<file path="config.mk">
export PLATFORM = sky130hd
export DESIGN_NAME = bsc_first_order
export DESIGN_NICKNAME = d
export VERILOG_FILES = /design/src/hdl/bsc_pkg.sv /design/src/hdl/bsc_first_order.sv
export SDC_FILE = /design/constraint.sdc
export NUM_CORES = 2
export LEC_CHECK = 0
export BUFFER_PORTS_ARGS = -buffer_cell sky130_fd_sc_hd__buf_2
export CAP_MARGIN = 30
export CORE_MARGIN = 3
export CORE_UTILIZATION = 28
export CTS_BUF_LIST = sky130_fd_sc_hd__clkbuf_2
export DETAILED_ROUTE_END_ITERATION = 10
export REMOVE_ABC_BUFFERS = 1
export SYNTH_ARGS = -nofsm -noshare
export SYNTH_HDL_FRONTEND = slang
export SYNTH_SLANG_ARGS = --single-unit
</file>
<file path="constraint.sdc">
create_clock -name clk -period 8.75 [get_ports clk]
set_input_delay 0.875 -clock clk [delete_from_list [all_inputs] [get_ports clk]]
set_output_delay 0.875 -clock clk [all_outputs]
set_load 0.05 [all_outputs]
</file>
<file path="src/hdl/bsc_pkg.sv">
`default_nettype none

package bsc_pkg;

	// Register indexes on the configuration port
	localparam logic [2:0] REG_SENS      = 3'd0;
	localparam logic [2:0] REG_OFF       = 3'd1;
	localparam logic [2:0] REG_SENS_TC   = 3'd2;
	localparam logic [2:0] REG_OFF_TC    = 3'd3;
	localparam logic [2:0] REG_TREF      = 3'd4;
	localparam logic [2:0] REG_TEMP_SENS = 3'd5;
	localparam logic [2:0] REG_SO_EN     = 3'd6;

	localparam int IN_W   = 24;  // raw conversion port width
	localparam int DT_W   = 25;  // signed dT
	localparam int TEMP_W = 20;  // signed temperature in 0.01 degC
	localparam int OS_W   = 40;  // signed OFF / SENS and their corrections
	localparam int P_W    = 24;  // pressure output

	localparam logic signed [TEMP_W-1:0] TEMP_REF      = 20'sd2000;
	localparam logic signed [TEMP_W-1:0] TEMP_VERY_LOW = -20'sd1500;
	localparam logic [P_W-1:0]           PRESSURE_MAX  = 24'hFFFFFF;

	// Calibration registers seen by the datapath
	typedef struct packed {
		logic [15:0] sens;
		logic [15:0] off;
		logic [15:0] sens_tc;
		logic [15:0] off_tc;
		logic [15:0] tref;
		logic [15:0] temp_sens;
		logic        so_en;
	} cal_cfg_t;

	// First-order results
	typedef struct packed {
		logic [IN_W-1:0]          d1;
		logic signed [TEMP_W-1:0] temp;
		logic [TEMP_W-1:0]        t2;
		logic signed [OS_W-1:0]   off;
		logic signed [OS_W-1:0]   sens;
	} fo_t;

	// Results after the low-temperature corrections
	typedef struct packed {
		logic [IN_W-1:0]          d1;
		logic signed [TEMP_W-1:0] temp;
		logic signed [OS_W-1:0]   off;
		logic signed [OS_W-1:0]   sens;
	} so_t;

	// Output beat
	typedef struct packed {
		logic [P_W-1:0]           pressure;
		logic signed [TEMP_W-1:0] temp;
		logic                     sat;
	} res_t;

endpackage

`default_nettype wire

</file>
<file path="src/hdl/bsc_first_order.sv">
`default_nettype none

module bsc_first_order #(
	parameter int RAW_BITS = 24
) (
	input  wire logic                       clk,
	input  wire logic                       arst_n,
	input  wire logic                       en,
	input  wire bsc_pkg::cal_cfg_t          cfg,
	input  wire logic                       in_vld,
	input  wire logic [bsc_pkg::IN_W-1:0]   d1_in,
	input  wire logic [bsc_pkg::IN_W-1:0]   d2_in,
	output logic                            out_vld,
	output bsc_pkg::fo_t                    out_data
);
	import bsc_pkg::*;

	localparam logic [IN_W-1:0] RAW_MASK = IN_W'((25'd1 << RAW_BITS) - 25'd1);

	// Stage 1: dT
	logic                     vld_s1;
	logic [IN_W-1:0]          d1_s1;
	logic signed [DT_W-1:0]   dt_s1;

	// Stage 2: products with dT
	logic                     vld_s2;
	logic [IN_W-1:0]          d1_s2;
	logic signed [41:0]       pt_s2;
	logic signed [41:0]       po_s2;
	logic signed [41:0]       ps_s2;
	logic signed [49:0]       pdd_s2;

	// Stage 3: first-order terms
	logic                     vld_s3;
	fo_t                      fo_s3;

	logic [IN_W-1:0]          d1_m;
	logic [IN_W-1:0]          d2_m;
	logic signed [DT_W-1:0]   dt_c;
	logic signed [41:0]       pt_div;
	logic signed [41:0]       po_div;
	logic signed [41:0]       ps_div;
	logic signed [OS_W-1:0]   off_base;
	logic signed [OS_W-1:0]   sens_base;

	assign d1_m = d1_in & RAW_MASK;
	assign d2_m = d2_in & RAW_MASK;
	assign dt_c = $signed({1'b0, d2_m}) - $signed({1'b0, cfg.tref, 8'b0});

	// Truncate toward zero: bias negative values before the shift
	assign pt_div = (pt_s2 + (pt_s2[41] ? 42'sd8388607 : 42'sd0)) >>> 23;
	assign po_div = (po_s2 + (po_s2[41] ? 42'sd127 : 42'sd0)) >>> 7;
	assign ps_div = (ps_s2 + (ps_s2[41] ? 42'sd255 : 42'sd0)) >>> 8;

	assign off_base  = $signed({8'b0, cfg.off, 16'b0});
	assign sens_base = $signed({9'b0, cfg.sens, 15'b0});

	// Advance valid bits
	always_ff @(posedge clk or negedge arst_n) begin
		if (!arst_n) begin
			vld_s1 <= 1'b0;
			vld_s2 <= 1'b0;
			vld_s3 <= 1'b0;
		end else if (en) begin
			vld_s1 <= in_vld;
			vld_s2 <= vld_s1;
			vld_s3 <= vld_s2;
		end
	end

	// Advance payload
	always_ff @(posedge clk) begin
		if (en) begin
			d1_s1 <= d1_m;
			dt_s1 <= dt_c;

			d1_s2  <= d1_s1;
			pt_s2  <= dt_s1 * $signed({1'b0, cfg.temp_sens});
			po_s2  <= dt_s1 * $signed({1'b0, cfg.off_tc});
			ps_s2  <= dt_s1 * $signed({1'b0, cfg.sens_tc});
			pdd_s2 <= dt_s1 * dt_s1;

			fo_s3.d1   <= d1_s2;
			fo_s3.temp <= $signed(pt_div[TEMP_W-1:0]) + TEMP_REF;
			fo_s3.t2   <= {1'b0, pdd_s2[49:31]};
			fo_s3.off  <= off_base + $signed(po_div[OS_W-1:0]);
			fo_s3.sens <= sens_base + $signed(ps_div[OS_W-1:0]);
		end
	end

	assign out_vld  = vld_s3;
	assign out_data = fo_s3;

endmodule

`default_nettype wire

</file>
Word level (Yosys, flattened, before mapping)
Cells that the tools add are included.
- add/subtract/negate cells: 7
- multiply operators: 4
- muxes and demuxes: 3
- operators with widths (kind ; number):
    $mul 25x17->42 ; 3
    $mul 25x25->50 ; 1
    $add 42x24->42 ; 1
    $add 42x8->42 ; 1
    $add 42x9->42 ; 1
    $add 33x35->36 ; 1
    $add 32x34->35 ; 1
    $sub 24x24->25 ; 1
    $mux 23 ; 1
    $add 19x12->20 const B ; 1
    $mux 8 ; 1
    $mux 7 ; 1
- flip-flop bits (word level): 395
- output and inout port bits: 145

Logic depth before layout (Yosys ltp)
- depth in word-level cells: 3
- gate-level depth with buffers: 29
- mapped depth without buffers: 27

Worst setup path after synthesis
No wires, ideal clock.
- path kind: reg2reg
- start: reg dt_s1[24]
- end: reg pdd_s2[47], data pin
- data arrival time: 6.948 ns
- data required time: 8.492 ns
- setup slack: 1.544 ns
- stages on the path, launching flop included: 27
- path buffers: 2
- clock period less this slack: 7.206 ns
- cell sequence: edfxtp_1 > clkbuf_1 > buf_1 > nand2_1 > inv_1 > fa_1 > fa_1 > inv_1 > fa_1 > inv_1 > fa_1 > fa_1 > fa_1 > inv_1 > fa_1 > inv_1 > ha_1 > inv_1 > a21oi_1 > nor3_1 > nand3_1 > a211oi_1 > o21ai_2 > a221oi_2 > nand2b_1 > a21oi_1 > xnor2_1
- longest elaborated chain between the ends: 1
- ends and longest elaborated chain (element ; line ; source):
    from (decl) ; bsc_first_order.sv:23 ; logic signed [DT_W-1:0] dt_s1;
    from (signal assigned) ; bsc_first_order.sv:75 ; dt_s1 <= dt_c;
    $mul 25x25->50 ; bsc_first_order.sv:81 ; pdd_s2 <= dt_s1 * dt_s1;
    to (signal assigned) ; bsc_first_order.sv:81 ;
    to (decl) ; bsc_first_order.sv:31 ; logic signed [49:0] pdd_s2;
Every way passes these cells.
A chain may end at the register's enable or synchronous reset.

Final worst setup path
- start: reg dt_s1[5]
- end: reg pdd_s2[47], data pin
Same word-level chain as after synthesis.

==> out/metrics.yaml <==
dp_hpwl_um: 153000
syn_to_final_growth_pct: 11.1
cts-root-buf: "clkbuf_2"
final_design_area_no_fill_sq_mm: 0.0866
drive_gt1_share_pct: 7.09
wl_um: 191000
vias_per_cell: 4.34
postSynthCellCount: 7911
synthesis.area_sq_mm: 0.0780
cts_resized: 0
fp.dieW_um: 534
die_area_sq_mm: 0.285
clock_path_buffers: 4
finClkSkew_ns: 0.220
grt_pass1_vias: 57500
die_h_um: 534
worst_pin_slew_ns: 0.957
cts_tree: "built"
synth_cell_types: 82
clk_pin_slew_ns: 0.09
htree_levels: 3
holdCritPathClass: "in2reg"
clk_latency_ns: 1.51
fp-row-count: 193
setup-violations-final: 0
wl_per_cell_um: 15.8
overflow: 0
hold_viol_final: 0
yosys_register_bits: 355
netlist.area_leader.share_pct: 45.8
rsz0062_at_grt: "no"
grt_antenna_before_repair: 22
max_freq_mhz: 122
seq_area_frac_synth_pct: 13.7
syn_area_per_cell_sq_um: 9.85
slew_viol_final: 0
slew_headroom_pct: 36.2
synth_edf_count: 352
grt_pass1_wl_um: 316000
io_pins: 294
cts_buffers: 110
coreArea_sq_mm: 0.277
drv_cap: 0
yosysTopAreaCell: "fa_1"
synthArstFlopShare_pct: 0.845
endpoint_kind: "register"
ys.flop_type: "edfxtp_1"
placed_area_sq_mm: 0.0837
cp.required_ns: 9.94
instances_no_fill: 12100
gp_congestion: 0.837
dr.first_iter.drc_count: 2589
grt_use_total_pct: 13.9
critPathLaunchType: "register"
min_period_ns: 8.20
post-route-util_pct: 31.3
fin_crit_sh_pct: 93.7
yosysWarnings: 0
first_pass_iters: 5
nets: 10800
io_buffers: 291
outcome: "finished, final reports clean"
start_util_pct: 28.2
ant_nets: 0
fillCellCount: 28800
drc: 0
post-place-cells: 11700
critPathMaxFanout: 30
setup_tns_ns: 0
grt_start_max_net_pins: 153
cts_sinks: 355
ys_top_cells_by_area: "fa_1 (46%), edfxtp_1 (14%), inv_1 (9.8%), ha_1 (8.7%), and2_1 (5.0%)"
crit_arrival_ns: 9.38
vias: 52500
critPathKind: "reg2reg"
-- cell families (layout without fill, tap and decap cells) --
group | Yosys count | after routing | synth area share [%]
AO/OA/AOI/OAI | 519 | 519 | 4.36
XOR/XNOR | 291 | 291 | 3.27
adder cells (fa/ha/maj) | 2329 | 2329 | 54.5
buffers and inverters | 2368 | 2816 | 11.5
flip-flops | 355 | 355 | 13.7
multiplexers | 7 | 7 | 0.0963
other | 1 | 14 | 0.00481
AND/OR/NAND/NOR | 2041 | 2041 | 12.6
-- stage by stage --
step,hold WS (ns),setup slack [ns]
global placement,0.400,0.580
detailed placement,0.405,0.508
CTS,0.00600,0.384
finish,0.283,0.552
floorplan,0.400,0.881
global route,0.112,0.0313
-- critical path: stages (launching register included) --
cell	delay (ns)
edfxtp_1	0.96
buf_4	0.50
and2_1	0.27
fa_1	0.45
fa_1	0.49
inv_1	0.06
fa_1	0.53
inv_1	0.05
fa_1	0.40
fa_1	0.47
fa_1	0.55
inv_1	0.05
fa_1	0.48
inv_1	0.04
ha_1	0.29
o21ai_0	0.10
a211oi_1	0.11
buf_4	0.18
a211oi_1	0.37
nand3_1	0.17
a211oi_1	0.29
buf_4	0.19
o21ai_2	0.13
a221oi_2	0.33
nand2b_1	0.13
a21oi_1	0.19
xnor2_1	0.09
-- Yosys cell counts (6+ instances only) --
library cell,n
a211o_1,6
a211oi_1,27
a21o_1,70
a21oi_1,164
a31oi_1,12
and2_1,618
and3_1,32
and4_1,13
buf_1,6
buf_4,10
clkbuf_1,308
edfxtp_1,352
fa_1,1782
ha_1,545
inv_1,2040
nand2_1,1006
nand2b_1,29
nand3_1,55
nand4_1,32
nor2_1,153
nor2b_1,34
nor3_1,29
nor4_1,9
o211ai_1,8
o21a_1,34
o21ai_0,61
o21ai_1,29
o21bai_1,22
o31ai_1,10
or3_1,9
xnor2_1,210
xor2_1,81
-- layout make-up --
type | count | area, sq um | area share (%)
inverters | 2041 | 7660 | 8.85
multi-input cells | 5188 | 58400 | 67.4
flip-flops and latches | 355 | 10600 | 12.3
repair buffers | 582 | 4260 | 4.92
diodes | 13 | 32.5 | 0.0376
well taps | 3705 | 4640 | 5.35
clock buffers | 149 | 746 | 0.861
clock inverters | 44 | 241 | 0.279
-- sequential cells by signal (all words and copies together) (netlist names), 19 cells and up --
name      flops
d1_s1        24
pdd_s2       19
dt_s1        25
d1_s2        24
ps_s2        42
po_s2        42
out_data    134
pt_s2        42
-- path summary, 6_finish.rpt --
kind | start | endpoint | slack [ns] | cells after the start
max | dt_s1[5]$_DFFE_PP_ | pdd_s2[47]$_DFFE_PP_ | 0.55 | 26
min | cfg[31] | dt_s1[22]$_DFFE_PP_ | 0.28 | 4
max reg2reg | dt_s1[5]$_DFFE_PP_ | pdd_s2[47]$_DFFE_PP_ | 0.55 | 26
min reg2reg | d1_s2[8]$_DFFE_PP_ | out_data[128]$_DFFE_PP_ | 0.34 | 0
max in group asynchronous | arst_n | vld_s1$_DFFE_PN0P_ | 7.85 | 4
min in group asynchronous | arst_n | out_vld$_DFFE_PN0P_ | 0.74 | 4
-- cells in the final DEF, fill, tap and decap left out, types with 27 or more instances in the layout --
cell type | Yosys | routed
edfxtp_1 | 352 | 352
nand3_1 | 55 | 55
xnor2_1 | 210 | 210
and3_1 | 32 | 32
fa_1 | 1782 | 1782
buf_2 | 3 | 291
inv_1 | 2040 | 2040
dlygate4sd3_1 | 0 | 179
nand2b_1 | 29 | 29
ha_1 | 545 | 545
nor3_1 | 29 | 29
o21a_1 | 34 | 34
buf_4 | 10 | 100
nor2_1 | 153 | 153
clkinv_1 | 0 | 28
nand2_1 | 1006 | 1006
nor2b_1 | 34 | 34
o21ai_1 | 29 | 29
a21o_1 | 70 | 70
a211oi_1 | 27 | 27
and2_1 | 618 | 618
o21ai_0 | 61 | 61
clkbuf_2 | 0 | 149
nand4_1 | 32 | 32
xor2_1 | 81 | 81
a21oi_1 | 164 | 164
-- routing by layer --
metal	share of wire (%)	up-vias	routed length, um	global-route usage, %
met5	0.011	-	21	0
met4	1.8	4	3520	3.00
li1	-	24200	-	-
met3	4.8	203	9220	1.82
met2	47	1114	90600	23.1
met1	46	27000	87700	19.3
-- what timing repair did --
action / in CTS / in global routing
endpoints found under the hold margin: 206 / 0
hold buffers: 179 / 0
endpoints found under the setup margin: 0 / 1
buffers inserted: 0 / 1
Power is left out: the tool's default activity adds up to more than one toggle a clock period on the data nets, which glitch-free logic cannot reach.
