<file path="src/hdl/bsc_pkg.sv">
`default_nettype none

package bsc_pkg;

	// Register indexes on the configuration port
	localparam logic [2:0] REG_SENS      = 3'd0;
	localparam logic [2:0] REG_OFF       = 3'd1;
	localparam logic [2:0] REG_SENS_TC   = 3'd2;
	localparam logic [2:0] REG_OFF_TC    = 3'd3;
	localparam logic [2:0] REG_TREF      = 3'd4;
	localparam logic [2:0] REG_TEMP_SENS = 3'd5;
	localparam logic [2:0] REG_SO_EN     = 3'd6;

	localparam int IN_W   = 24;  // raw conversion port width
	localparam int DT_W   = 25;  // signed dT
	localparam int TEMP_W = 20;  // signed temperature in 0.01 degC
	localparam int OS_W   = 40;  // signed OFF / SENS and their corrections
	localparam int P_W    = 24;  // pressure output

	localparam logic signed [TEMP_W-1:0] TEMP_REF      = 20'sd2000;
	localparam logic signed [TEMP_W-1:0] TEMP_VERY_LOW = -20'sd1500;
	localparam logic [P_W-1:0]           PRESSURE_MAX  = 24'hFFFFFF;

	// Calibration registers seen by the datapath
	typedef struct packed {
		logic [15:0] sens;
		logic [15:0] off;
		logic [15:0] sens_tc;
		logic [15:0] off_tc;
		logic [15:0] tref;
		logic [15:0] temp_sens;
		logic        so_en;
	} cal_cfg_t;

	// First-order results
	typedef struct packed {
		logic [IN_W-1:0]          d1;
		logic signed [TEMP_W-1:0] temp;
		logic [TEMP_W-1:0]        t2;
		logic signed [OS_W-1:0]   off;
		logic signed [OS_W-1:0]   sens;
	} fo_t;

	// Results after the low-temperature corrections
	typedef struct packed {
		logic [IN_W-1:0]          d1;
		logic signed [TEMP_W-1:0] temp;
		logic signed [OS_W-1:0]   off;
		logic signed [OS_W-1:0]   sens;
	} so_t;

	// Output beat
	typedef struct packed {
		logic [P_W-1:0]           pressure;
		logic signed [TEMP_W-1:0] temp;
		logic                     sat;
	} res_t;

endpackage

`default_nettype wire

</file>
<file path="src/hdl/bsc_pressure.sv">
`default_nettype none

module bsc_pressure (
	input  wire logic          clk,
	input  wire logic          arst_n,
	input  wire logic          en,
	input  wire logic          in_vld,
	input  wire bsc_pkg::so_t  in_data,
	output logic               out_vld,
	output bsc_pkg::res_t      out_data
);
	import bsc_pkg::*;

	// Stage 6: split D1*SENS into two partial products
	logic                     vld_s6;
	logic signed [44:0]       ph_s6;
	logic [43:0]              pl_s6;
	logic signed [OS_W-1:0]   off_s6;
	logic signed [TEMP_W-1:0] temp_s6;

	// Stage 7: D1*SENS/2^21 - OFF
	logic                     vld_s7;
	logic signed [44:0]       p1_s7;
	logic signed [TEMP_W-1:0] temp_s7;

	// Stage 8: output register
	logic                     vld_s8;
	res_t                     res_s8;

	logic signed [63:0]       prod;
	logic signed [63:0]       prod_div;
	logic signed [44:0]       p_div;

	assign prod     = (64'(ph_s6) <<< 20) + $signed({20'b0, pl_s6});
	assign prod_div = (prod + (prod[63] ? 64'sd2097151 : 64'sd0)) >>> 21;
	assign p_div    = (p1_s7 + (p1_s7[44] ? 45'sd32767 : 45'sd0)) >>> 15;

	// Advance valid bits
	always_ff @(posedge clk or negedge arst_n) begin
		if (!arst_n) begin
			vld_s6 <= 1'b0;
			vld_s7 <= 1'b0;
			vld_s8 <= 1'b0;
		end else if (en) begin
			vld_s6 <= in_vld;
			vld_s7 <= vld_s6;
			vld_s8 <= vld_s7;
		end
	end

	// Advance payload, clamp pressure at the output stage
	always_ff @(posedge clk) begin
		if (en) begin
			ph_s6   <= $signed({1'b0, in_data.d1}) * $signed(in_data.sens[OS_W-1:20]);
			pl_s6   <= in_data.d1 * in_data.sens[19:0];
			off_s6  <= in_data.off;
			temp_s6 <= in_data.temp;

			p1_s7   <= $signed(prod_div[44:0]) - 45'(off_s6);
			temp_s7 <= temp_s6;

			res_s8.temp <= temp_s7;
			if (p_div[44]) begin
				res_s8.pressure <= '0;
				res_s8.sat      <= 1'b1;
			end else if (p_div > $signed({21'b0, PRESSURE_MAX})) begin
				res_s8.pressure <= PRESSURE_MAX;
				res_s8.sat      <= 1'b1;
			end else begin
				res_s8.pressure <= p_div[P_W-1:0];
				res_s8.sat      <= 1'b0;
			end
		end
	end

	assign out_vld  = vld_s8;
	assign out_data = res_s8;

endmodule

`default_nettype wire

</file>
<file path="config.mk">
export PLATFORM = sky130hd
export DESIGN_NAME = bsc_pressure
export DESIGN_NICKNAME = d
export VERILOG_FILES = /design/src/hdl/bsc_pkg.sv /design/src/hdl/bsc_pressure.sv
export SDC_FILE = /design/constraint.sdc
export NUM_CORES = 2
export LEC_CHECK = 0
export BUFFER_PORTS_ARGS = -buffer_cell sky130_fd_sc_hd__buf_2
export CAP_MARGIN = 25
export CORE_MARGIN = 8
export CORE_UTILIZATION = 65
export CTS_BUF_LIST = sky130_fd_sc_hd__clkbuf_2
export DETAILED_ROUTE_END_ITERATION = 16
export HOLD_SLACK_MARGIN = 0.12
export PLACE_DENSITY = 0.87
export SETUP_SLACK_MARGIN = 0.4
export SYNTH_ARGS = -nofsm -noshare
export SYNTH_HDL_FRONTEND = slang
export SYNTH_SLANG_ARGS = --single-unit
</file>
<file path="constraint.sdc">
create_clock -name clk -period 23.3 [get_ports clk]
set_input_delay 1.165 -clock clk [delete_from_list [all_inputs] [get_ports clk]]
set_output_delay 1.165 -clock clk [all_outputs]
set_load 0.03 [all_outputs]
</file>
Yosys cells after proc, flatten, opt, wreduce, memory -nomap -nowiden
Index checks and enable logic that the tools add are counted.
W data, S select, Z words.
{ "classes": {"mux": 4, "multipliers": 2, "addsub": 4, "order_cmp": 1} }
{ "ops": {"columns": ["cell", "n"], "rows": [
  ["$add A64 B22 Y64", 1],
  ["$add A64 B45 Y64", 1],
  ["$add A45 B16 Y45", 1],
  ["$mul A24 B20 Y44", 1],
  ["$mul A25 B20 Y44", 1],
  ["$sub A43 B40 Y44", 1],
  ["$gt A30 B25 Y1 const B", 1],
  ["$mux W24", 1],
  ["$mux W21", 1],
  ["$mux W15", 1],
  ["$mux W1", 1]
]} }
{ "word_totals": {"ff_bits": 261, "input_bits": 128, "word_cells": 23, "out_inout_bits": 46} }

Depth between registers and ports, before layout
{ "depth": {"depth_word": 4, "mapped_depth": 33, "depth_no_buf": 31} }

Least setup slack after synthesis
No wires, ideal clock.
{ "synth_path": {"kind": "reg-to-reg", "startpoint": "register ph_s6[6]", "endpoint": "register p1_s7[42] (data pin)", "t_arrival_ps": 7635, "path_stages_with_launch": 32, "path_slack_ps": 15404, "required_time_ps": 23039, "setup_time_ps": 261, "synth_period_minus_slack_ps": 7896, "n_path_buf": 0, "path_cell_list": "edfxtp_1 -> ha_1 -> a211oi_1 -> o21bai_2 -> o211a_1 -> o211ai_1 -> a21oi_1 -> xor2_1 -> ha_1 -> a21o_1 -> a21o_1 -> a21o_1 -> a21o_1 -> nor3_1 -> o211ai_1 -> a22oi_1 -> nor3_1 -> mux2_2 -> a221o_1 -> xnor2_1 -> ha_1 -> o21ai_0 -> o2111ai_1 -> a41oi_1 -> o211ai_1 -> a2111oi_0 -> nor3_1 -> a21oi_1 -> a2111o_1 -> nand3b_1 -> a2111oi_0 -> a311o_1"} }
{ "synth_via": {"elab_chain_len": 4} }
{ "synth_rtl": {"columns": ["item", "line", "source"], "rows": [
  ["start: declaration", "bsc_pressure.sv:16", "logic signed [44:0] ph_s6;"],
  ["start signal: assignment", "bsc_pressure.sv:54", "ph_s6 <= $signed({1'b0, in_data.d1}) * $signed(in_data.sens[OS_W-1:20]);"],
  ["$add A64 B45 Y64 *", "bsc_pressure.sv:34", "assign prod = (64'(ph_s6) <<< 20) + $signed({20'b0, pl_s6});"],
  ["$mux W21", "bsc_pressure.sv:35", "assign prod_div = (prod + (prod[63] ? 64'sd2097151 : 64'sd0)) >>> 21;"],
  ["$add A64 B22 Y64 *", "bsc_pressure.sv:35", null],
  ["$sub A43 B40 Y44 *", "bsc_pressure.sv:59", "p1_s7 <= $signed(prod_div[44:0]) - 45'(off_s6);"],
  ["end signal: assignment", "bsc_pressure.sv:59", null],
  ["end: declaration", "bsc_pressure.sv:23", "logic signed [44:0] p1_s7;"]
]} }
Every way passes the cells marked *; elsewhere a longest branch is shown, timed or not.
A chain may end at the register's enable or synchronous reset.

Worst setup path in the final report
{ "layout_path": {"startpoint": "register pl_s6[42]", "endpoint": "register p1_s7[38] (data pin)"} }
{ "layout_via": {"elab_chain_len": 4} }
{ "layout_rtl": {"columns": ["item", "line", "source"], "rows": [
  ["start: declaration", "bsc_pressure.sv:17", "logic [43:0] pl_s6;"],
  ["start signal: assignment", "bsc_pressure.sv:55", "pl_s6 <= in_data.d1 * in_data.sens[19:0];"],
  ["$add A64 B45 Y64 *", "bsc_pressure.sv:34", null],
  ["$mux W21", "bsc_pressure.sv:35", null],
  ["$add A64 B22 Y64 *", "bsc_pressure.sv:35", null],
  ["$sub A43 B40 Y44 *", "bsc_pressure.sv:59", null]
]} }
Marked as above.

==> impl_results.md <==
* Antenna Nets Post-Route at 0
* Worst Path Arrival at 9870 ps
* Gp weighted congestion at approximately 0.94
* Post-synth top area share at 34.3%
* Crit-path slowest cell: ha_1
* Fin crit period at around 9200 ps
* Grt ovf at 0
* Critical path's most frequent cell: o21ai_0
* FFs w/ async S/R, synth at under 10%
* CP peak stage delay at about 560 ps
* Largest net degree at the start of global routing at 159
* Crit share post-route at roughly 40%
* Syn avg cell area at 9.48 um^2
* Post-synth top flop: edfxtp_1
* Die height at between 200 and 300 um
* Worst-margin pin slew at 1030 ps
* H-tree Lvls at 3
* Worst slew margin at around a third
* Setup Viol. Count Final at 0
* WP data required at 23980 ps
* Vias per std cell at 5.92
* First-pass GRT wire length at roughly 180000 um
* Yosys top cell by area: fa_1
* Synth warn at 0
* Most frequent cells after synthesis: inv_1 (877), fa_1 (787), nand2_1 (715)
* Crit path max fanout at 14
* TritonCTS Buffers at 66
* Hold Crit Class: in -> reg
* Number of global-route vias before repair at between 30000 and 40000
* CP Launch Type: register
* Fillers at 5182
* Post-CTS setup buffers at 0
* Detailed placement HPWL at 85500 um
* Drt pass-1 iters at 6
* 1st-iter DRT viols at 2891
* Max Slew Vio Count at 0
* Seq/Total Area, Yosys at between 15 and 20%
* CP endpoint kind: register
* Cts repair resizes at 0
* DRC viols at 0
* Die footprint at 79400 um^2
* Peak Freq at 109 MHz
* Yosys cell types at 96
* Routed wire per std cell at 19.2 um
* Reg clk slew, reported paths at ~110 ps
* Clock sink total at between 200 and 300
* Root buffer cell: clkbuf_2
* Clock Skew at around 100 ps
* Core Rows at 97
* Final Hold Fails at 0
* CTS max path bufs at 3
* Count leader, synth: inv_1
* Total GRT Usage at 28.7%
* Number of synthesized flops with an enable pin at 257
* Worst skew pair latency at 960 ps
* Synth-to-layout area growth at 4.64%
* Initial antenna violation count at 5
* Starting density of the core at between 60% and 70%
* Mapped Area at ~46000 um^2
* Post-Route WL at between 100000 and 150000 um
* Vias post-DR at 34898
* Io pins at between 150 and 200
* Core Box Area at 70000 um^2
* Ranking of synthesized cells by area: fa_1 (34%), edfxtp_1 (17%), ha_1 (12%)
* Total Nets Final at 6249
* CTS Hold Bufs at 1
* Synthesized flop and latch total at 260
* Unrepaired setup endpoints after global routing: no
* DIE WIDTH at roughly 280 um
* Fraction of layout cells with a size suffix above 1 at 6.93%
* Port Buffers at ~170
* Post-Syn Instances at 4845
* CTS tree: done
* Setup TNS at 0 ps
* Max-cap violations at 0
* Status: finished clean
* Critical path class: reg -> reg
* Syn nets at about 6200
-- path summary, 6_finish.rpt --
path | startpoint | end | slack [ps] | cells after the start
max in group asynchronous | arst_n | vld_s6$_DFFE_PN0P_ | 22620 | 2
setup / recovery | pl_s6[42]$_DFFE_PP_ | p1_s7[38]$_DFFE_PP_ | 14120 | 32
hold reg to reg | temp_s7[12]$_DFFE_PP_ | out_data[13]$_DFFE_PP_ | 380 | 0
hold / removal | in_data[77] | off_s6[37]$_DFFE_PP_ | 370 | 1
setup reg to reg | pl_s6[42]$_DFFE_PP_ | p1_s7[38]$_DFFE_PP_ | 14120 | 32
min in group asynchronous | arst_n | out_vld$_DFFE_PN0P_ | 580 | 2
-- sequential cells by signal (all words and copies together), names as in the netlist --
register	flops
off_s6	40
out_data	45
out_vld	1
p1_s7	44
ph_s6	44
pl_s6	44
temp_s6	20
temp_s7	20
vld_s6	1
vld_s7	1
-- cell type report --
type	instances	area, um^2	share of cell area, %
antenna	4	10.0	0.0208
clock buffer	88	440	0.916
clock inverter	29	196	0.409
inverter	877	3290	6.85
multi-input combinational	3497	34100	70.8
sequential	260	7790	16.2
tap	940	1180	2.45
timing repair buffer	202	1110	2.31
-- stage by stage --
| stage | area [um^2] | setup slack [ps] | utilization (%) | hold WS [ps] | instances |
|---|---|---|---|---|---|
| 2_1_floorplan | 45900 | 15400 | - | 400 | 4845 |
| 3_3_place_gp | 47400 | 14440 | 67.7 | 401 | 5775 |
| 3_5_place_dp | 47400 | 14320 | 67.7 | 405 | 5775 |
| 4_1_cts | 48100 | 14280 | 68.6 | 211 | 5893 |
| 5_1_grt | 48100 | 13580 | 68.6 | 261 | 5895 |
| 6_report | 48100 | 14120 | 68.6 | 367 | 5897 |
-- worst max-delay path: cells and delay by family (launching register included) --
| kind | cells | cell delay [ps] |
|---|---|---|
| AO/OA/AOI/OAI | 19 | 4800 |
| adder cells (fa/ha/maj) | 4 | 1500 |
| AND/OR/NAND/NOR | 5 | 1020 |
| XOR/XNOR | 2 | 690 |
| flip-flops | 1 | 490 |
| buffers and inverters | 2 | 390 |
-- routing by layer --
layer | vias up | GRT usage, % | wire [um]
met4 | 2 | 11.5 | 5060
met1 | 17085 | 36.5 | 42800
met5 | - | 0 | 14
met2 | 1912 | 47.7 | 53300
li1 | 15509 | - | -
met3 | 390 | 6.46 | 12100
-- placed cells by master, fill, tap and decap left out, types with 9 or more instances in the layout --
cell       synthesis  routed
buf_4              0      27
o211ai_1          21      21
o2111ai_1          9       9
nor3_1            45      45
a21oi_1          193     193
buf_2             12     172
fa_1             787     787
nor2_1           126     126
and3_1            23      23
ha_1             430     430
nand2_1          715     715
a211oi_1          22      22
o21bai_1          24      24
o21ai_0           88      88
edfxtp_1         257     257
nand3_1           48      48
nand2b_1          41      41
inv_1            877     877
a21o_1            86      86
or3_1             14      14
clkinv_2           0      10
xnor2_1          139     139
nor2b_1           27      27
o21a_1            22      22
xor2_1            61      60
a31oi_1           19      19
clkbuf_2           1      88
nand4_1           34      34
and2_1           355     355
clkinv_1           0      12
-- cells by family (layout without fill, tap and decap cells) --
| family | Yosys count | after routing | share of synthesized area [%] |
|---|---|---|---|
| AND/OR/NAND/NOR | 1488 | 1488 | 15.8 |
| adder cells (fa/ha/maj) | 1217 | 1217 | 46.0 |
| buffers and inverters | 1088 | 1196 | 8.93 |
| AO/OA/AOI/OAI | 582 | 582 | 8.27 |
| flip-flops | 260 | 260 | 17.0 |
| XOR/XNOR | 200 | 200 | 3.81 |
| multiplexers | 10 | 10 | 0.229 |
| other | 0 | 4 | 0 |
Power is left out: the tool's default activity adds up to more than one toggle a clock period on the data nets, which glitch-free logic cannot reach.
