<file path="config.mk">
export PLATFORM = sky130hd
export DESIGN_NAME = bsc_cfg_regs
export DESIGN_NICKNAME = d
export VERILOG_FILES = /design/src/hdl/bsc_pkg.sv /design/src/hdl/bsc_cfg_regs.sv
export SDC_FILE = /design/constraint.sdc
export NUM_CORES = 1
export LEC_CHECK = 0
export ABC_AREA = 1
export BUFFER_PORTS_ARGS = -buffer_cell sky130_fd_sc_hd__buf_2
export CAP_MARGIN = 20
export CORE_MARGIN = 10
export CORE_UTILIZATION = 30
export CTS_CLUSTER_SIZE = 14
export DETAILED_ROUTE_END_ITERATION = 7
export SYNTH_ARGS = -nofsm -noshare
export SYNTH_HDL_FRONTEND = slang
export SYNTH_SLANG_ARGS = --single-unit
</file>
<file path="constraint.sdc">
create_clock -name clk -period 1 [get_ports clk]
set_input_delay 0.3 -clock clk [delete_from_list [all_inputs] [get_ports clk]]
set_output_delay 0.3 -clock clk [all_outputs]
set_load 0.01 [all_outputs]
</file>
<file path="src/hdl/bsc_pkg.sv">
`default_nettype none

package bsc_pkg;

	// Register indexes on the configuration port
	localparam logic [2:0] REG_SENS      = 3'd0;
	localparam logic [2:0] REG_OFF       = 3'd1;
	localparam logic [2:0] REG_SENS_TC   = 3'd2;
	localparam logic [2:0] REG_OFF_TC    = 3'd3;
	localparam logic [2:0] REG_TREF      = 3'd4;
	localparam logic [2:0] REG_TEMP_SENS = 3'd5;
	localparam logic [2:0] REG_SO_EN     = 3'd6;

	localparam int IN_W   = 24;  // raw conversion port width
	localparam int DT_W   = 25;  // signed dT
	localparam int TEMP_W = 20;  // signed temperature in 0.01 degC
	localparam int OS_W   = 40;  // signed OFF / SENS and their corrections
	localparam int P_W    = 24;  // pressure output

	localparam logic signed [TEMP_W-1:0] TEMP_REF      = 20'sd2000;
	localparam logic signed [TEMP_W-1:0] TEMP_VERY_LOW = -20'sd1500;
	localparam logic [P_W-1:0]           PRESSURE_MAX  = 24'hFFFFFF;

	// Calibration registers seen by the datapath
	typedef struct packed {
		logic [15:0] sens;
		logic [15:0] off;
		logic [15:0] sens_tc;
		logic [15:0] off_tc;
		logic [15:0] tref;
		logic [15:0] temp_sens;
		logic        so_en;
	} cal_cfg_t;

	// First-order results
	typedef struct packed {
		logic [IN_W-1:0]          d1;
		logic signed [TEMP_W-1:0] temp;
		logic [TEMP_W-1:0]        t2;
		logic signed [OS_W-1:0]   off;
		logic signed [OS_W-1:0]   sens;
	} fo_t;

	// Results after the low-temperature corrections
	typedef struct packed {
		logic [IN_W-1:0]          d1;
		logic signed [TEMP_W-1:0] temp;
		logic signed [OS_W-1:0]   off;
		logic signed [OS_W-1:0]   sens;
	} so_t;

	// Output beat
	typedef struct packed {
		logic [P_W-1:0]           pressure;
		logic signed [TEMP_W-1:0] temp;
		logic                     sat;
	} res_t;

endpackage

`default_nettype wire

</file>
<file path="src/hdl/bsc_cfg_regs.sv">
`default_nettype none

module bsc_cfg_regs (
	input  wire logic              clk,
	input  wire logic              arst_n,
	input  wire logic              wr_en,
	input  wire logic [2:0]        wr_index,
	input  wire logic [15:0]       wr_data,
	output bsc_pkg::cal_cfg_t      cfg
);
	import bsc_pkg::*;

	cal_cfg_t cfg_q;

	// Write one calibration register per beat, drop unknown indexes
	always_ff @(posedge clk or negedge arst_n) begin
		if (!arst_n) begin
			cfg_q.sens      <= '0;
			cfg_q.off       <= '0;
			cfg_q.sens_tc   <= '0;
			cfg_q.off_tc    <= '0;
			cfg_q.tref      <= '0;
			cfg_q.temp_sens <= '0;
			cfg_q.so_en     <= 1'b1;
		end else if (wr_en) begin
			case (wr_index)
				REG_SENS:      cfg_q.sens      <= wr_data;
				REG_OFF:       cfg_q.off       <= wr_data;
				REG_SENS_TC:   cfg_q.sens_tc   <= wr_data;
				REG_OFF_TC:    cfg_q.off_tc    <= wr_data;
				REG_TREF:      cfg_q.tref      <= wr_data;
				REG_TEMP_SENS: cfg_q.temp_sens <= wr_data;
				REG_SO_EN:     cfg_q.so_en     <= wr_data[0];
				default:       ;
			endcase
		end
	end

	assign cfg = cfg_q;

endmodule

`default_nettype wire

</file>
* Word-level counts from Yosys, hierarchy flattened *
Index checks and enable logic that the tools add are counted.

cells by class
  reductions and logical operators = 8
  equality and inequality tests = 6

operators with widths
  operator              number
  $reduce_and A2 Y1     7
  $eq A3 B3 Y1 const B  3
  $eq A3 B2 Y1 const B  2
  $eq A3 B1 Y1 const B  1
  $logic_not A3 Y1      1

storage, ports and cells
  bits in registers = 97

* Logic depth before layout (Yosys ltp) *
Gate-level depths: netlist (run 1).

  depth after elaboration = 2
  depth in mapped cells = 7
  depth with buffers taken out = 5

* Worst setup path after synthesis (run 1) *
OpenSTA, ideal clock, no wires.

  path kind = in2reg
  from = in wr_index[0]
  to = reg cfg_q, in the netlist cfg[81]
  arrival time = 0.938 ns
  path slack = -0.054 ns
  setup time = 0.117 ns
  data required time = 0.883 ns
  stages = 5
  cells stage by stage = nor2_2 nand2_1 buf_2 nand2_1 nand2_1

between the ends
  longest elaborated chain between the ends = 2

RTL lines
  what                         RTL line            RTL
  start, declared              bsc_cfg_regs.sv:7   input wire logic [2:0] wr_index,
  $logic_not A3 Y1             bsc_cfg_regs.sv:26  case (wr_index)
  $reduce_and A2 Y1 (no line)  -
  end, declared                bsc_cfg_regs.sv:13  cal_cfg_t cfg_q;

Every way passes these cells.
A chain may end at the register's enable or synchronous reset.

* Final worst setup path (run 1) *
  from = reg cfg_q, in the netlist cfg[0]
  to = out cfg[0] (netlist name)

RTL lines
  what           RTL line           RTL
  end, declared  bsc_cfg_regs.sv:9  output bsc_pkg::cal_cfg_t cfg

No word-level cell between the ends.

==> metrics.md, run 1 <==
| Metric | Value |
|---|---|
| Outcome | finished with violations |
| Failing checks | negative setup slack |
| Total gr overflow | 0 |
| First-pass GRT wire length | between 20 and 25 mm |
| Maximum capacitance violations | 0 |
| Slowest stage cell, crit path | dfstp_2 |
| Vias in the first global route | about 3.7k |
| Netlist cell types | 12 |
| Finished Layout Cells | 801 |
| Post-Synth Adder-Cell Area | 0% |
| Slew @ Worst Pin | 350 ps |
| Root Buffer | clkbuf_16 |
| ANT cells | 0 |
| Vias per Instance | between 4 and 5 |
| Worst R2R Path Depth | 4 |
| Worst r2r dst | cfg[41] |
| Post-Synth XOR/XNOR Area | 0% |
| Syn Area/Cell | between 8 and 9 µm² |
| Pins Over Slew Limit | 0 |
| Worst setup path class | flop to output pin |
| Core area | 0.0126 mm² |
| Max H-tree Level | 3 |
| Syn_nets | between 400 and 500 |
| Largest net degree at the start of global routing | 58 |
| Share of cells above drive strength 1 | 37.0% |
| Placed Cells | 720 |
| Period utilisation layout | 130% |
| CP top delay family | flip-flops |
| Compound-cell area share of the yosys netlist | 0% |
| # setup viols final | a little under 100 |
| Yosys top cell by area | dfrtp_1 |
| Synth top area share | between 60% and 70% |
| Initial DRC count | around 260 |
| CTS buffer count | 9 |
| Starting density of the core | 30.6% |
| PD cells | roughly 2100 mW/mm² |
| Max Fclk | just under 800 MHz |
| Cell Rows | between 40 and 50 |
| Crit path depth | 1 |
| Pwr Total | 12300 µW |
| Die W | 133 µm |
| Reg2reg start | cfg[41] |
| Area grow syn2layout | 50.7% |
| Final worst setup slack | -296 ps |
| CP required | about 700 ps |
| Max reg flops | 97 |
| Leakage | ~0.0033 µW |
| DIE HEIGHT | between 100 and 150 µm |
| Clock skew | 0 ps |
| Final hold slack | 252 ps |
| Post-detailed-routing wire length | 12.8 mm |
| Critical path's largest stage delay | roughly 540 ps |
| PortBufs | roughly 120 |
| Max VDD drop | ~930 µV |
| Initial antenna violation count | 0 |
| DIE AREA | approximately 0.018 mm² |
| Minimum clock period | 1300 ps |
| Total GRT Usage | between 10% and 20% |
| Clock slew at reported path FFs | around 60 ps |
| # DRC | 0 |
| Crit Path Max Fanout | 2 |
| Hold path endpoint | cfg[6] |
| Post-synthesis cell area | 0.00386 mm² |
| HPWL Detailed | around 9 mm |
| Flop2flop setup slack | 120 ps |
| Simple-Gate Fraction of Synth Area | between 30% and 40% |
| Worst-path cell chain | buf_6 |
| Post-Synthesis Cells | ~430 |
| Crit path launch type | flop |
| Hold path cells | 3 |
| Gpl congestion | roughly 0.77 |
| Clock sink count | 97 |
| Largest family of logic cells by synthesized area | simple AND/OR/NAND/NOR gates |
| Final Core Density | approximately 46% |
| Via Count | around 3.6k |
| Hold Crit Class | primary input to flop |
| Synth Register Bits | between 90 and 100 |
| WL per Instance | 15.9 µm |
| Slew margin rel. | between 70 and 80% |
| Worst skew pair latency | approximately 350 ps |
| Unrepaired setup endpoints after global routing | yes |
| CTS tree | built |
| Synth area leaders | dfrtp_1 62%, nand2_1 23%, nand3_1 8.4% |
| Worst Hold Launch | wr_data[5] |
| Final-stage net count | 646 |
| Critical Path Sink Type | output pin |
| Antenna-violating nets left | 0 |
| Buf/Inv on CP | 1 |
| Sequential fraction of the synthesis area | a little over three fifths |
| Yosys warns | 0 |
| Arrival time worst endpoint | 1000 ps |
| Final hold violation count | 0 |
| First-pass DRT Iterations | 4 |
| Top-Level Pins | between 100 and 150 |
| CTS Buffer Depth | 2 |
| Post-synthesis mux area share | 0% |
==> worst max-delay path by stage <==
| stage | start | endpoint | slack [ps] |
|---|---|---|---|
| after floorplan | wr_index[1] | cfg[54] | 6 |
| after global placement | wr_index[0] | cfg[53] | -230 |
| after detailed placement | wr_index[1] | cfg[13] | -260 |
| after CTS | cfg[0] | cfg[0] | -320 |
| after global routing | cfg[0] | cfg[0] | -340 |
| final | cfg[0] | cfg[0] | -300 |
==> metal layers <==
layer | up-vias | global-route usage [%] | part of all wire [%]
met5 | - | 0 | 0
met4 | 0 | 4.59 | 1.2
li1 | 1735 | - | -
met2 | 127 | 22.5 | 47
met1 | 1727 | 17.8 | 43
met3 | 14 | 5.79 | 8.5
==> stage by stage <==
step	cell area, µm²	setup WS [ps]	setup TNS [ps]
6_report	5810	-296	-16950
5_1_grt	5810	-337	-20260
4_1_cts	5500	-319	-18580
3_5_place_dp	4780	-264	-22040
3_3_place_gp	4780	-233	-19870
2_1_floorplan	3880	6.01	0
==> cells in the final DEF (no fill, tap or decap) <==
cell             n
nand2_1        231
inv_1            3
clkbuf_8         2
inv_2            3
nand2_4          1
dfrtp_1         96
clkinv_2         2
dlygate4sd3_1    1
clkbuf_16        9
buf_4           77
clkinvlp_4       1
nor2_2           1
buf_2           84
nand3_1         65
nand2_2          5
buf_6           33
dfstp_2          1
nor2_4           5
buf_12           7
bufinv_16        2
==> layout make-up <==
type	instances	area [µm²]
fill	1237	6810
sequential	97	2430
timing repair buffer	202	1520
multi-input combinational	308	1300
clock buffer	11	253
tap	172	215
clock inverter	5	77.6
inverter	6	22.5
==> synthesized netlist by cell type <==
library cell / number
buf_6: 1
nand3_1: 65
buf_4: 6
buf_2: 13
nor2_2: 2
dfrtp_1: 96
dfstp_2: 1
nand2_1: 232
inv_1: 4
nand2_2: 5
nor2_4: 4
inv_2: 2
==> kinds of logic (layout without fill, tap and decap cells) <==
family | after synthesis | count (layout)
buffers and inverters | 26 | 224
DFF | 97 | 97
and+or+nand+nor | 308 | 308
==> what timing repair did <==
action,CTS,global route
setup endpoints to repair,97,98
hold endpoints to repair,96,0
gates cloned,0,0
resized for setup,16,20
hold buffers,1,0
setup buffers,38,26
==> report_power, final <==
part           internal, µW  switching [µW]
clock                  2320            1490
combinational          1760            1570
sequential             4670             460
total                  8740            3520
No activity file was read; power rests on OpenSTA's default activity.
==> inputs of run 2 (changes only) <==
CORE_MARGIN = 8   (was 10)
==> run 2 against run 1 <==
The flow still finishes with violations (negative setup slack); non-clock buffer count is 1 lower; die area fell by 5.9%; global-route usage increased by 0.99 points; final cell count down 0.12%; sequential share of layout area increased by 0.28 points; clock-buffer cell count is 4 higher; utilization down 0.12 points; clock skew unchanged; maximum frequency increased by 0.88%; wire length rose by 1.1%; critical path type unchanged; largest cell class unchanged; highest routed layer unchanged.
==> metrics.md, run 2 (synthesized netlist as in run 1, its figures left out) <==
| Metric | Value |
|---|---|
| Met1 WL | 5.80 mm (was 5.54 mm) |
| Top-Level Pins | 119 (unchanged) |
| Root Buffer | clkbuf_16 (unchanged) |
| Initial DRC count | 255 (was 263) |
| Fill count | 1182 (was 1237) |
| Met3 wire length | 927 µm (was 1.08 mm) |
| DIE HEIGHT | 129 µm (was 133 µm) |
| Routed wl met2 | 6.03 mm (was 5.99 mm) |
| CTS tree | built (unchanged) |
| Via Count | 3623 (was 3603) |
| Clock skew | 0 ps (unchanged) |
| Area grow syn2layout | 49.7% (was 50.7%) |
| Max VDD drop | 778 µV (was 932 µV) |
| Worst Hold Launch | wr_data[10] (was wr_data[5]) |
| Critical Path Sink Type | output pin (unchanged) |
| Worst skew pair latency | 340 ps (was 350 ps) |
| Clock sink count | 97 (unchanged) |
| DIE AREA | 0.0167 mm² (was 0.0178 mm²) |
| Core area | 0.0126 mm² (about the same) |
| Most frequent cells in the layout | 231 x nand2_1, 96 x dfrtp_1, 83 x buf_2 (was 231 x nand2_1, 96 x dfrtp_1, 84 x buf_2) |
| Die W | 129 µm (was 133 µm) |
| Final worst setup slack | -285 ps (was -296 ps) |
| Final-stage net count | 645 (was 646) |
| Max Fclk | 778 MHz (was 771 MHz) |
| Vias per Instance | 4.53 (was 4.50) |
| Total GRT Usage | 15.4% (was 14.4%) |
| Total gr overflow | 0 (unchanged) |
| Unrepaired setup endpoints after global routing | yes (unchanged) |
| Slew @ Worst Pin | 327 ps (was 350 ps) |
| Outcome | finished with violations (unchanged) |
| Gpl congestion | 0.749 (was 0.768) |
| Top layer in use | met4 (unchanged) |
| ANT cells | 0 (unchanged) |
| # DRC | 0 (unchanged) |
| Starting density of the core | 30.7% (was 30.6%) |
| Sum Neg Setup Slack | -16630 ps (was -16950 ps) |
| CTS Buffer Depth | 2 (unchanged) |
| HPWL Detailed | 8.75 mm (was 8.93 mm) |
| Design area | 0.00578 mm² (was 0.00581 mm²) |
| Max H-tree Level | 3 (unchanged) |
| Minimum clock period | 1280 ps (was 1300 ps) |
| Largest net degree at the start of global routing | 54 (was 58) |
| Maximum capacitance violations | 0 (unchanged) |
| Crit path launch type | flop (unchanged) |
| Period utilisation layout | 128% (was 130%) |
| Worst setup path class | flop to output pin (unchanged) |
| Post-detailed-routing wire length | 12.9 mm (was 12.8 mm) |
| Max reg flops | 97 (unchanged) |
| PD cells | 2070 mW/mm² (was 2110 mW/mm²) |
| Vias in the first global route | 3591 (was 3708) |
| Hold Crit Class | primary input to flop (unchanged) |
| DP Area | 0.00475 mm² (was 0.00478 mm²) |
| Arrival time worst endpoint | 980 ps (was 1000 ps) |
| Failing checks | negative setup slack (unchanged) |
| Critical path's largest stage delay | 540 ps (about the same) |
| CP required | 700 ps (about the same) |
| Pins Over Slew Limit | 0 (unchanged) |
| Critical path launch point | cfg[0] (unchanged) |
| Slowest stage cell, crit path | dfstp_2 (unchanged) |
| Initial antenna violation count | 0 (unchanged) |
| Pwr Total | 11900 µW (was 12300 µW) |
| Clock slew at reported path FFs | 60 ps (about the same) |
| Final hold violation count | 0 (unchanged) |
| First-pass DRT Iterations | 5 (was 4) |
| PortBufs | 118 (unchanged) |
| Antenna-violating nets left | 0 (unchanged) |
| Final Core Density | 46.0% (was 46.1%) |
| Leakage | 0.00328 µW (was 0.00329 µW) |
| Crit Path Max Fanout | 2 (unchanged) |
| First-pass GRT wire length | 19.5 mm (was 20.2 mm) |
| CTS buffer count | 9 (unchanged) |
| Share of cells above drive strength 1 | 36.6% (was 37.0%) |
| Slew margin rel. | 78.1% (was 76.6%) |
| # setup viols final | 97 (unchanged) |
| Buf/Inv on CP | 1 (unchanged) |
| Cell Rows | 41 (unchanged) |
| CP top delay family | flip-flops (unchanged) |
| WL per Instance | 16.1 µm (was 15.9 µm) |
| Worst-path cell chain | buf_6 (unchanged) |
| Reg2reg start | cfg[45] (was cfg[41]) |
| Most common library cell in the layout ignoring fill and taps | nand2_1 (unchanged) |
run 2: layer usage:
layer | up-vias | global-route usage (%)
met5 | - | 0
met4 | 0 | 5.94
met3 | 12 | 3.82
met2 | 109 | 24.0
met1 | 1771 | 20.2
li1 | 1731 | -
run 2: through the flow:
stage	hold slack, ps	cells	setup WS (ps)
floorplan	4.41	431	6.01
global placement	311	718	-246
detailed placement	311	718	-285
CTS	252	771	-309
global route	256	800	-315
finish	261	800	-285
run 2: worst min-delay path: cells and delay by family:
kind,cells,cell delay (ps)
simple gates,2,120
buf+inv,1,150
run 2: cell type report:
type	instances	area, µm²	share of cell area [%]
Tap cell	172	215	3.73
Clock buffer	15	288	4.98
Timing Repair Buffer	201	1510	26.1
Multi-Input combinational cell	308	1310	22.6
Inverter	6	22.5	0.390
Sequential cell	97	2430	42.0
Clock inverter	1	7.51	0.130
run 2: power by group:
group / internal, µW / total, µW / switching (µW)
Clock: 1960 / 3440 / 1470
Combinational: 1770 / 3350 / 1580
Sequential: 4670 / 5150 / 480
run 2: worst paths after layout:
| path | endpoint | slack (ps) | cells past startpoint |
|---|---|---|---|
| min in group asynchronous | cfg[43] | 510 | 3 |
| worst max-delay path | cfg[0] | -280 | 1 |
| worst min register to register | cfg[0] | 470 | 2 |
| max in group asynchronous | cfg[0] | 230 | 3 |
| worst min-delay path | cfg[11] | 260 | 3 |
| worst max register to register | cfg[45] | 120 | 4 |
run 2: repair_timing:
action / 4_1_cts / 5_1_grt
hold buffers: 1 / 0
gates resized for setup: 15 / 24
setup buffers: 36 / 29
endpoints found under the setup margin: 97 / 103
endpoints found under the hold margin: 96 / 0
